===== src/hdl/mds_pkg.sv =====
// Shared types and constants of the motor direction sequencer.
// Used by the register file, the core and the top level.
package mds_pkg;

   typedef enum logic [1:0] {
      OP_TICK   = 2'd0,
      OP_MODE   = 2'd1,
      OP_SPEED  = 2'd2,
      OP_UPDATE = 2'd3
   } opcode_type;

   typedef enum logic [2:0] {
      STAGE_IDLE   = 3'b001,
      STAGE_DIR    = 3'b010,
      STAGE_ENABLE = 3'b100
   } stage_type;

   localparam logic [2:0] MODE_STOP  = 3'd0;
   localparam logic [2:0] MODE_LEFT  = 3'd1;
   localparam logic [2:0] MODE_RIGHT = 3'd2;
   localparam logic [2:0] MODE_FRONT = 3'd3;
   localparam logic [2:0] MODE_BACK  = 3'd4;

   localparam logic [1:0] SPEED_FAST = 2'd2;

   localparam logic [2:0] CFG_STOP_DELAY   = 3'd0;
   localparam logic [2:0] CFG_SIDE_DELAY   = 3'd1;
   localparam logic [2:0] CFG_FRONT_DELAY  = 3'd2;
   localparam logic [2:0] CFG_BACK_DELAY   = 3'd3;
   localparam logic [2:0] CFG_ENABLE_DELAY = 3'd4;
   localparam logic [2:0] CFG_TEMP_LOW     = 3'd5;
   localparam logic [2:0] CFG_TEMP_HIGH    = 3'd6;

   localparam logic [7:0]        RST_STOP_DELAY   = 8'd100;
   localparam logic [7:0]        RST_SIDE_DELAY   = 8'd30;
   localparam logic [7:0]        RST_FRONT_DELAY  = 8'd100;
   localparam logic [7:0]        RST_BACK_DELAY   = 8'd200;
   localparam logic [7:0]        RST_ENABLE_DELAY = 8'd50;
   localparam logic signed [7:0] RST_TEMP_LOW     = -8'sd10;
   localparam logic signed [7:0] RST_TEMP_HIGH    = 8'sd40;

   typedef struct packed {
      logic [7:0]        stop_delay;
      logic [7:0]        side_delay;
      logic [7:0]        front_delay;
      logic [7:0]        back_delay;
      logic [7:0]        enable_delay;
      logic signed [7:0] temp_low;
      logic signed [7:0] temp_high;
   } cfg_type;

   typedef struct packed {
      opcode_type        opcode;
      logic [2:0]        mode;
      logic [1:0]        speed;
      logic signed [7:0] temperature;
   } req_type;

   typedef struct packed {
      logic       pin_left;
      logic       pin_right;
      logic       pin_front;
      logic       pin_back;
      logic       pin_enable;
      logic       pin_high_speed;
      logic [2:0] committed_mode;
      logic [1:0] current_speed_code;
      logic       sequence_busy;
   } rsp_type;

endpackage


===== src/hdl/mds_if.sv =====
// Valid/ready channel interfaces for request and response words.
// Stand-alone; field widths follow mds_pkg.
interface mds_req_if;
   logic              valid;
   logic              ready;
   logic [1:0]        opcode;
   logic [2:0]        mode;
   logic [1:0]        speed;
   logic signed [7:0] temperature;

   modport source (output valid, opcode, mode, speed, temperature, input ready);
   modport sink   (input valid, opcode, mode, speed, temperature, output ready);
endinterface

interface mds_rsp_if;
   logic       valid;
   logic       ready;
   logic       pin_left;
   logic       pin_right;
   logic       pin_front;
   logic       pin_back;
   logic       pin_enable;
   logic       pin_high_speed;
   logic [2:0] committed_mode;
   logic [1:0] current_speed_code;
   logic       sequence_busy;

   modport source (output valid, pin_left, pin_right, pin_front, pin_back, pin_enable,
                   pin_high_speed, committed_mode, current_speed_code, sequence_busy,
                   input ready);
   modport sink   (input valid, pin_left, pin_right, pin_front, pin_back, pin_enable,
                   pin_high_speed, committed_mode, current_speed_code, sequence_busy,
                   output ready);
endinterface


===== src/hdl/mds_csr.sv =====
// Configuration register file: delays and temperature window.
// Depends on mds_pkg.
module mds_csr (
   input  logic             clock,
   input  logic             reset,
   input  logic             csr_wr_en,
   input  logic [2:0]       csr_index,
   input  logic [7:0]       csr_wr_data,
   output mds_pkg::cfg_type cfg
);

   mds_pkg::cfg_type cfg_ff;
   mds_pkg::cfg_type cfg_in;

   always_comb begin
      cfg_in = cfg_ff;
      if (csr_wr_en) begin
         case (csr_index)
            mds_pkg::CFG_STOP_DELAY:   cfg_in.stop_delay   = csr_wr_data;
            mds_pkg::CFG_SIDE_DELAY:   cfg_in.side_delay   = csr_wr_data;
            mds_pkg::CFG_FRONT_DELAY:  cfg_in.front_delay  = csr_wr_data;
            mds_pkg::CFG_BACK_DELAY:   cfg_in.back_delay   = csr_wr_data;
            mds_pkg::CFG_ENABLE_DELAY: cfg_in.enable_delay = csr_wr_data;
            mds_pkg::CFG_TEMP_LOW:     cfg_in.temp_low     = csr_wr_data;
            mds_pkg::CFG_TEMP_HIGH:    cfg_in.temp_high    = csr_wr_data;
            default:                   cfg_in = cfg_ff;
         endcase
      end
   end

   always_ff @(posedge clock) begin
      if (reset) begin
         cfg_ff.stop_delay   <= mds_pkg::RST_STOP_DELAY;
         cfg_ff.side_delay   <= mds_pkg::RST_SIDE_DELAY;
         cfg_ff.front_delay  <= mds_pkg::RST_FRONT_DELAY;
         cfg_ff.back_delay   <= mds_pkg::RST_BACK_DELAY;
         cfg_ff.enable_delay <= mds_pkg::RST_ENABLE_DELAY;
         cfg_ff.temp_low     <= mds_pkg::RST_TEMP_LOW;
         cfg_ff.temp_high    <= mds_pkg::RST_TEMP_HIGH;
      end else begin
         cfg_ff <= cfg_in;
      end
   end

   assign cfg = cfg_ff;

endmodule


===== src/hdl/mds_core.sv =====
// Sequencer state and its single-pass update for one request word.
// The state registers double as the response register. Depends on mds_pkg.
module mds_core (
   input  logic             clock,
   input  logic             reset,
   input  logic             advance,
   input  mds_pkg::req_type item,
   input  mds_pkg::cfg_type cfg,
   output mds_pkg::rsp_type state
);

   logic [3:0]          dir_ff,   dir_in;
   logic                en_ff,    en_in;
   logic                hs_ff,    hs_in;
   mds_pkg::stage_type  stage_ff, stage_in;
   logic [7:0]          count_ff, count_in;
   logic [2:0]          pmode_ff, pmode_in;
   logic [2:0]          mode_ff,  mode_in;
   logic [1:0]          speed_ff, speed_in;
   logic                busy_ff,  busy_in;

   always_comb begin
      logic       in_window;
      logic [1:0] speed_sel;
      dir_in    = dir_ff;
      en_in     = en_ff;
      hs_in     = hs_ff;
      stage_in  = stage_ff;
      count_in  = count_ff;
      pmode_in  = pmode_ff;
      mode_in   = mode_ff;
      speed_in  = speed_ff;
      busy_in   = busy_ff;
      in_window = (item.temperature >= cfg.temp_low) && (item.temperature <= cfg.temp_high);
      speed_sel = (item.opcode == mds_pkg::OP_SPEED) ? item.speed : speed_ff;
      case (item.opcode)
         mds_pkg::OP_TICK: begin
            if (stage_ff != mds_pkg::STAGE_IDLE) begin
               if (count_ff <= 8'd1) begin
                  count_in = 8'd0;
                  case (stage_ff)
                     mds_pkg::STAGE_DIR: begin
                        case (pmode_ff)
                           mds_pkg::MODE_STOP: begin
                              dir_in   = 4'b0000;
                              en_in    = 1'b0;
                              mode_in  = mds_pkg::MODE_STOP;
                              busy_in  = 1'b0;
                              stage_in = mds_pkg::STAGE_IDLE;
                           end
                           mds_pkg::MODE_LEFT,
                           mds_pkg::MODE_RIGHT,
                           mds_pkg::MODE_FRONT,
                           mds_pkg::MODE_BACK: begin
                              dir_in   = dir_ff | (4'b0001 << (pmode_ff - 3'd1));
                              stage_in = mds_pkg::STAGE_ENABLE;
                              count_in = cfg.enable_delay;
                           end
                           default: stage_in = mds_pkg::STAGE_IDLE;
                        endcase
                     end
                     mds_pkg::STAGE_ENABLE: begin
                        en_in    = 1'b1;
                        mode_in  = pmode_ff;
                        busy_in  = 1'b0;
                        stage_in = mds_pkg::STAGE_IDLE;
                     end
                     default: stage_in = mds_pkg::STAGE_IDLE;
                  endcase
               end else begin
                  count_in = count_ff - 8'd1;
               end
            end
         end
         mds_pkg::OP_MODE: begin
            dir_in   = 4'b0000;
            en_in    = 1'b0;
            busy_in  = 1'b1;
            pmode_in = item.mode;
            stage_in = mds_pkg::STAGE_DIR;
            case (item.mode)
               mds_pkg::MODE_STOP:  count_in = cfg.stop_delay;
               mds_pkg::MODE_LEFT,
               mds_pkg::MODE_RIGHT: count_in = cfg.side_delay;
               mds_pkg::MODE_FRONT: count_in = cfg.front_delay;
               mds_pkg::MODE_BACK:  count_in = cfg.back_delay;
               default: begin
                  stage_in = mds_pkg::STAGE_IDLE;
                  count_in = 8'd0;
               end
            endcase
         end
         mds_pkg::OP_SPEED,
         mds_pkg::OP_UPDATE: begin
            speed_in = speed_sel;
            hs_in    = (speed_sel == mds_pkg::SPEED_FAST) && in_window;
         end
         default: ;
      endcase
   end

   always_ff @(posedge clock) begin
      if (reset) begin
         dir_ff   <= 4'b0000;
         en_ff    <= 1'b0;
         hs_ff    <= 1'b0;
         stage_ff <= mds_pkg::STAGE_IDLE;
         count_ff <= 8'd0;
         pmode_ff <= mds_pkg::MODE_STOP;
         mode_ff  <= mds_pkg::MODE_STOP;
         speed_ff <= 2'd0;
         busy_ff  <= 1'b0;
      end else if (advance) begin
         dir_ff   <= dir_in;
         en_ff    <= en_in;
         hs_ff    <= hs_in;
         stage_ff <= stage_in;
         count_ff <= count_in;
         pmode_ff <= pmode_in;
         mode_ff  <= mode_in;
         speed_ff <= speed_in;
         busy_ff  <= busy_in;
      end
   end

   assign state.pin_left           = dir_ff[0];
   assign state.pin_right          = dir_ff[1];
   assign state.pin_front          = dir_ff[2];
   assign state.pin_back           = dir_ff[3];
   assign state.pin_enable         = en_ff;
   assign state.pin_high_speed     = hs_ff;
   assign state.committed_mode     = mode_ff;
   assign state.current_speed_code = speed_ff;
   assign state.sequence_busy      = busy_ff;

endmodule


===== src/hdl/motor_direction_sequencer.sv =====
// Top level of the motor direction sequencer: input register, core, handshake.
// Depends on mds_pkg, mds_if, mds_csr and mds_core.
//
//   channel   direction  carries
//   req_bus   in         opcode, mode, speed, temperature
//   rsp_bus   out        pin levels, committed mode, speed code, busy flag
//   csr_*     in         register writes, index 0..6, 8-bit data
//
// One word per cycle sustained while the response side is ready.
// The input register feeds the core, whose state registers form the response word.
// A stalled response holds the core; the input register keeps one word meanwhile.
// Synchronous reset restores pins, sequence state and registers to defaults.
module motor_direction_sequencer (
   input  logic              clock,
   input  logic              reset,
   mds_req_if.sink           req_bus,
   mds_rsp_if.source         rsp_bus,
   input  logic              csr_wr_en,
   input  logic [2:0]        csr_index,
   input  logic [7:0]        csr_wr_data
);

   mds_pkg::cfg_type cfg;
   mds_pkg::rsp_type state;
   mds_pkg::req_type item_ff, item_in;
   logic             item_valid_ff;
   logic             rsp_valid_ff;
   logic             advance;

   assign advance       = item_valid_ff && (!rsp_valid_ff || rsp_bus.ready);
   assign req_bus.ready = !item_valid_ff || advance;

   always_comb begin
      item_in.opcode      = mds_pkg::opcode_type'(req_bus.opcode);
      item_in.mode        = req_bus.mode;
      item_in.speed       = req_bus.speed;
      item_in.temperature = req_bus.temperature;
   end

   always_ff @(posedge clock) begin
      if (reset) begin
         item_valid_ff <= 1'b0;
         rsp_valid_ff  <= 1'b0;
      end else begin
         if (req_bus.ready) begin
            item_valid_ff <= req_bus.valid;
         end
         if (advance) begin
            rsp_valid_ff <= 1'b1;
         end else if (rsp_bus.ready) begin
            rsp_valid_ff <= 1'b0;
         end
      end
   end

   always_ff @(posedge clock) begin
      if (req_bus.valid && req_bus.ready) begin
         item_ff <= item_in;
      end
   end

   mds_csr u_csr (
      .clock       (clock),
      .reset       (reset),
      .csr_wr_en   (csr_wr_en),
      .csr_index   (csr_index),
      .csr_wr_data (csr_wr_data),
      .cfg         (cfg)
   );

   mds_core u_core (
      .clock   (clock),
      .reset   (reset),
      .advance (advance),
      .item    (item_ff),
      .cfg     (cfg),
      .state   (state)
   );

   assign rsp_bus.valid              = rsp_valid_ff;
   assign rsp_bus.pin_left           = state.pin_left;
   assign rsp_bus.pin_right          = state.pin_right;
   assign rsp_bus.pin_front          = state.pin_front;
   assign rsp_bus.pin_back           = state.pin_back;
   assign rsp_bus.pin_enable         = state.pin_enable;
   assign rsp_bus.pin_high_speed     = state.pin_high_speed;
   assign rsp_bus.committed_mode     = state.committed_mode;
   assign rsp_bus.current_speed_code = state.current_speed_code;
   assign rsp_bus.sequence_busy      = state.sequence_busy;

endmodule


===== src/flat_wrapper.sv =====
// flat-port wrapper written by rule: the top's interface ports become plain ports
module motor_direction_sequencer_flat 
  (clock, reset, csr_wr_en, csr_index, csr_wr_data, req_bus_valid, req_bus_opcode, req_bus_mode, req_bus_speed, req_bus_temperature, req_bus_ready, rsp_bus_valid, rsp_bus_pin_left, rsp_bus_pin_right, rsp_bus_pin_front, rsp_bus_pin_back, rsp_bus_pin_enable, rsp_bus_pin_high_speed, rsp_bus_committed_mode, rsp_bus_current_speed_code, rsp_bus_sequence_busy, rsp_bus_ready);
  mds_req_if req_bus_i ();
  mds_rsp_if rsp_bus_i ();
  input  logic clock;
  input  logic reset;
  input  logic csr_wr_en;
  input  logic [2:0] csr_index;
  input  logic [7:0] csr_wr_data;
  input wire logic [$bits(req_bus_i.valid)-1:0] req_bus_valid;
  input wire logic [$bits(req_bus_i.opcode)-1:0] req_bus_opcode;
  input wire logic [$bits(req_bus_i.mode)-1:0] req_bus_mode;
  input wire logic [$bits(req_bus_i.speed)-1:0] req_bus_speed;
  input wire logic [$bits(req_bus_i.temperature)-1:0] req_bus_temperature;
  output wire logic [$bits(req_bus_i.ready)-1:0] req_bus_ready;
  output wire logic [$bits(rsp_bus_i.valid)-1:0] rsp_bus_valid;
  output wire logic [$bits(rsp_bus_i.pin_left)-1:0] rsp_bus_pin_left;
  output wire logic [$bits(rsp_bus_i.pin_right)-1:0] rsp_bus_pin_right;
  output wire logic [$bits(rsp_bus_i.pin_front)-1:0] rsp_bus_pin_front;
  output wire logic [$bits(rsp_bus_i.pin_back)-1:0] rsp_bus_pin_back;
  output wire logic [$bits(rsp_bus_i.pin_enable)-1:0] rsp_bus_pin_enable;
  output wire logic [$bits(rsp_bus_i.pin_high_speed)-1:0] rsp_bus_pin_high_speed;
  output wire logic [$bits(rsp_bus_i.committed_mode)-1:0] rsp_bus_committed_mode;
  output wire logic [$bits(rsp_bus_i.current_speed_code)-1:0] rsp_bus_current_speed_code;
  output wire logic [$bits(rsp_bus_i.sequence_busy)-1:0] rsp_bus_sequence_busy;
  input wire logic [$bits(rsp_bus_i.ready)-1:0] rsp_bus_ready;
  assign req_bus_i.valid = req_bus_valid;
  assign req_bus_i.opcode = req_bus_opcode;
  assign req_bus_i.mode = req_bus_mode;
  assign req_bus_i.speed = req_bus_speed;
  assign req_bus_i.temperature = req_bus_temperature;
  assign req_bus_ready = req_bus_i.ready;
  assign rsp_bus_valid = rsp_bus_i.valid;
  assign rsp_bus_pin_left = rsp_bus_i.pin_left;
  assign rsp_bus_pin_right = rsp_bus_i.pin_right;
  assign rsp_bus_pin_front = rsp_bus_i.pin_front;
  assign rsp_bus_pin_back = rsp_bus_i.pin_back;
  assign rsp_bus_pin_enable = rsp_bus_i.pin_enable;
  assign rsp_bus_pin_high_speed = rsp_bus_i.pin_high_speed;
  assign rsp_bus_committed_mode = rsp_bus_i.committed_mode;
  assign rsp_bus_current_speed_code = rsp_bus_i.current_speed_code;
  assign rsp_bus_sequence_busy = rsp_bus_i.sequence_busy;
  assign rsp_bus_i.ready = rsp_bus_ready;
  motor_direction_sequencer u_core (.clock(clock), .reset(reset), .req_bus(req_bus_i), .rsp_bus(rsp_bus_i), .csr_wr_en(csr_wr_en), .csr_index(csr_index), .csr_wr_data(csr_wr_data));
endmodule

===== config.mk =====
export PLATFORM = sky130hd
export DESIGN_NAME = motor_direction_sequencer_flat
export DESIGN_NICKNAME = d
export VERILOG_FILES = /design/src/hdl/mds_pkg.sv /design/src/hdl/mds_if.sv /design/src/hdl/mds_csr.sv /design/src/hdl/mds_core.sv /design/src/hdl/motor_direction_sequencer.sv /design/src/flat_wrapper.sv
export SDC_FILE = /design/constraint.sdc
export NUM_CORES = 1
export LEC_CHECK = 0
export BUFFER_PORTS_ARGS = -buffer_cell sky130_fd_sc_hd__clkbuf_2
export CORE_MARGIN = 2
export CORE_UTILIZATION = 50
export CTS_CLUSTER_SIZE = 16
export DETAILED_ROUTE_END_ITERATION = 10
export PLACE_DENSITY = 0.8
export SLEW_MARGIN = 5
export SYNTH_ARGS = -nofsm -noshare
export SYNTH_HDL_FRONTEND = slang
export SYNTH_SLANG_ARGS = --single-unit

===== constraint.sdc =====
create_clock -name clock -period 2.2 [get_ports clock]
set_clock_uncertainty 0.1 [all_clocks]
set_input_delay 0.33 -clock clock [delete_from_list [all_inputs] [get_ports clock]]
set_output_delay 0.33 -clock clock [all_outputs]
set_load 0.005 [all_outputs]

==> results summary <==
The run finished with clean final reports. The cell at the root of the clock tree is sky130_fd_sc_hd__clkbuf_8. The worst endpoint required time is approximately 2.4 ns.

Setup repair after global routing left no endpoint under its margin. The hold violation count in the final report is 0. The routed wire length is around 11000 µm. In this run, synthesis inferred 15 flip-flops with an integrated enable.

The global-route usage over all layers is 0.2349. The number of nets handed over by synthesis was 578. After the last flow step, the layout net total stands at between 600 and 700.

The share of post-route cells with drive strength above 1 is 0.1507. The maximum clock insertion buffer count is 2. STA classifies the critical path startpoint as a register. In this run the post-CTS setup repair buffer count came out at 0.

The max-slew violation count was 0. Setup violations remaining at the end of the flow were counted as 0. The clock tree from TritonCTS is yes.

Synthesis instantiated 55 different standard cells from the library. The vias per cell came out at about 5.9. The number of violations reported at the end of detailed-routing iteration 0 is between 300 and 400. The worst hold slack after final layout is a little under 0.05 ns. The H-tree was split into 3 levels. The overflow left after global routing came out at 0. VDD sags by at most between 0.0004 and 0.0005 V.

The per-cell routed wire length came out at roughly 16 µm. The global-route wire length before repair is roughly 19000 µm. The worst setup slack after layout is ~0.11 ns. The period utilization came out at 0.9482. The number of placed I/O pins is between 40 and 50. The total number of yosys warnings is 0. The count of inserted antenna diode cells is 0. The number of clock sinks came out at 99. In this run the static leakage power is around 2 nW. The starting density of the core is 0.5070.

The share of synthesized area occupied by flip-flops and latches is 0.4617. The area of the die is about 0.01 mm². The post-synthesis cell count is ~530. The critical-path maximum fanout is 6. The total number of vias came out at 4131. The final critical path time including I/O delays and setup is approximately 2.1 ns. The count of nets left with antenna violations after detail routing came out at 0. Based on the critical path, the design can be clocked at up to 479.4 MHz.

STA puts the critical path data arrival time at ~2.3 ns. The die extent in x came out at 100.1 µm. The area inside the core boundary is between 0.009 and 0.01 mm². The mapped netlist covers 0.004618 mm².

The critical path is of the reg2reg type. The completed layout was analyzed and its total power is about 3.4 mW. The area growth from synthesis to layout is 12.95%. The number of filler cells placed in the layout came out at about 800. The initial antenna violation count came to 0. The power per cell area came out at 650.4 mW/mm².

The count of buffers from port buffering is 44. Measured against its own limit, the worst slew margin works out to 0.5139. The total of hold buffers inserted after clock tree synthesis came out at 0. Counting flops and latches in the post-synthesis netlist gives a little under 100.

The pin count of the biggest net entering global routing is 35. The worst-case setup slack after placement is -0.04696 ns. Counting flops with an async set or reset pin after synthesis yields a share of 0. The final weighted congestion in routability-driven placement came out at between 0.8 and 0.9.

The number of global-route vias before repair is 3937. The TritonCTS buffer count came out at 9. The number of maximum-capacitance violations is 0. The worst setup path is captured at a register. The clock latency of the later-clocked register in the worst-skew pair came out at around 0.36 ns. For the pin with the worst max-slew slack, the measured transition is about 0.72 ns.

The first-pass iteration count of the detailed router came out at 6. From bottom edge to top edge, the die measures approximately 100 µm. In the routed design, unresolved DRC markers number 0. The average cell area after synthesis came out at 8.747 µm². The worst hold path belongs to the class in2reg. The most used flip-flop cell after synthesis is sky130_fd_sc_hd__dfxtp_1. The clock slew at the register clock pins of the worst setup and hold paths came out at roughly 0.09 ns. The floorplan has 35 rows. The HPWL reported at the end of detailed placement is 8231 µm.
==> per-stage QoR <==
stage               utilization  cells  cell area [µm²]  setup TNS, ns
finish                   0.5727    695             5216              0
global route             0.5727    695             5216              0
CTS                      0.5721    695             5211              0
detailed placement       0.5515    679             5024        -0.1780
global placement         0.5515    679             5024              0
floorplan                     -    528             4618              0
==> flip-flops by register name, indices dropped and copies added (netlist names) <==
name                    cells
u_core.item_ff             15
u_core.u_csr.cfg           56
u_core.rsp_bus.valid        1
u_core.u_core.en_ff         1
u_core.item_valid_ff        1
u_core.u_core.pmode_ff      3
u_core.u_core.speed_ff      2
u_core.u_core.count_ff      8
u_core.u_core.hs_ff         1
u_core.u_core.dir_ff        4
u_core.u_core.mode_ff       3
u_core.u_core.stage_ff      3
u_core.u_core.busy_ff       1
==> layer usage <==
metal  wire [µm]  global-route usage
met1        4735              0.2931
met2        5562              0.4059
met3         743             0.05292
met4         350             0.07376
met5           0                   0
==> area by class of cell <==
type	count	area (µm²)	area share
Inverter	25	93.84	0.01799
Tap cell	111	138.9	0.02663
Sequential cell	99	2132	0.4087
Clock buffer	11	141.4	0.02710
Timing Repair Buffer	61	347.8	0.06668
Clock inverter	5	37.54	0.007196
Multi-Input combinational cell	383	2325	0.4457
==> final timing paths <==
| path | startpoint | endpoint | slack [ns] | cells past startpoint |
|---|---|---|---|---|
| setup reg to reg | u_core.u_core.count_ff[2] | u_core.u_core.count_ff[6] | 0.11 | 6 |
| hold reg to reg | u_core.u_csr.cfg[1] | u_core.u_csr.cfg[1] | 0.36 | 2 |
| hold / removal | req_bus_temperature[6] | u_core.item_ff[6] | 0.05 | 1 |
| setup / recovery | u_core.u_core.count_ff[2] | u_core.u_core.count_ff[6] | 0.11 | 6 |
==> cells in the mapped netlist, drive strengths merged (3+ instances only) <==
| library cell | n | area [µm²] |
|---|---|---|
| and3 | 6 | 37.54 |
| buf | 5 | 21.27 |
| a21o | 3 | 22.52 |
| o21a | 3 | 22.52 |
| a22oi | 7 | 52.55 |
| o211ai | 14 | 110.1 |
| a21oi | 37 | 185.2 |
| a311oi | 3 | 26.28 |
| nand2 | 92 | 345.3 |
| edfxtp | 15 | 450.4 |
| mux2i | 23 | 230.2 |
| ha | 19 | 237.7 |
| nand3 | 27 | 135.1 |
| nand4 | 3 | 18.77 |
| a41oi | 3 | 26.28 |
| o31ai | 3 | 22.52 |
| clkbuf | 16 | 60.06 |
| nor3b | 3 | 22.52 |
| dfxtp | 84 | 1682 |
| a31oi | 9 | 56.30 |
| inv | 24 | 90.09 |
| nor3 | 13 | 86.34 |
| a222oi | 4 | 40.04 |
| o21ai | 18 | 90.08 |
| nor2b | 12 | 75.07 |
| nor2 | 42 | 157.7 |
| nand2b | 8 | 50.05 |
| a32oi | 4 | 35.03 |
==> cells by family (layout without fill, tap and decap cells) <==
group / count (synthesis) / count (layout) / synth area share
AND/OR/NAND/NOR: 221 / 221 / 0.2257
AO/OA/AOI/OAI: 117 / 117 / 0.1677
flip-flops: 99 / 99 / 0.4617
buffers and inverters: 46 / 102 / 0.03793
multiplexers: 23 / 23 / 0.04985
adder cells (fa/ha/maj): 19 / 19 / 0.05148
XOR/XNOR: 3 / 3 / 0.005691
==> report_power, final <==
part / switching, mW / internal (mW) / total (mW) / leakage, nW
Combinational: 0.232 / 0.150 / 0.382 / 1.14
Clock: 0.633 / 0.447 / 1.08 / 0.0859
Sequential: 0.0423 / 1.89 / 1.93 / 0.828
Total: 0.907 / 2.49 / 3.39 / 2.06
==> what timing repair did <==
action,CTS,global route
hold endpoints to repair,0,0
resized for setup,2,1
setup endpoints to repair,5,1
==> worst max-delay path, cell delays in order (launching register included) <==
cell and delay (ns):
sky130_fd_sc_hd__dfxtp_1 0.33, sky130_fd_sc_hd__buf_4 0.15, sky130_fd_sc_hd__nor4_1 0.64, sky130_fd_sc_hd__o21a_1 0.22, sky130_fd_sc_hd__o21ai_0 0.08, sky130_fd_sc_hd__or3_1 0.34
sky130_fd_sc_hd__a31oi_1 0.16
==> layout by cell type (no fill, tap or decap), types with 3 or more instances in the layout <==
cell type                  instances
sky130_fd_sc_hd__clkbuf_8         10
sky130_fd_sc_hd__nand2b_1          8
sky130_fd_sc_hd__a22oi_1           7
sky130_fd_sc_hd__clkbuf_2         44
sky130_fd_sc_hd__nand2_1          92
sky130_fd_sc_hd__o31ai_1           3
sky130_fd_sc_hd__nor3_2            4
sky130_fd_sc_hd__a21oi_1          37
sky130_fd_sc_hd__a41oi_1           3
sky130_fd_sc_hd__edfxtp_1         15
sky130_fd_sc_hd__nor2_1           42
sky130_fd_sc_hd__o21ai_0          17
sky130_fd_sc_hd__nor3_1            8
sky130_fd_sc_hd__o21a_1            3
sky130_fd_sc_hd__inv_1            24
sky130_fd_sc_hd__a222oi_1          4
sky130_fd_sc_hd__dfxtp_1          84
sky130_fd_sc_hd__mux2i_1          23
sky130_fd_sc_hd__nor2b_1          12
sky130_fd_sc_hd__ha_1             19
sky130_fd_sc_hd__a32oi_1           4
sky130_fd_sc_hd__buf_4            17
sky130_fd_sc_hd__nand4_1           3
sky130_fd_sc_hd__a31oi_1           9
sky130_fd_sc_hd__and3_1            6
sky130_fd_sc_hd__nand3_1          27
sky130_fd_sc_hd__a311oi_1          3
sky130_fd_sc_hd__o211ai_1         13
sky130_fd_sc_hd__nor3b_1           3
sky130_fd_sc_hd__a21o_1            3
Note: power is estimated with default switching activity, not from simulation.
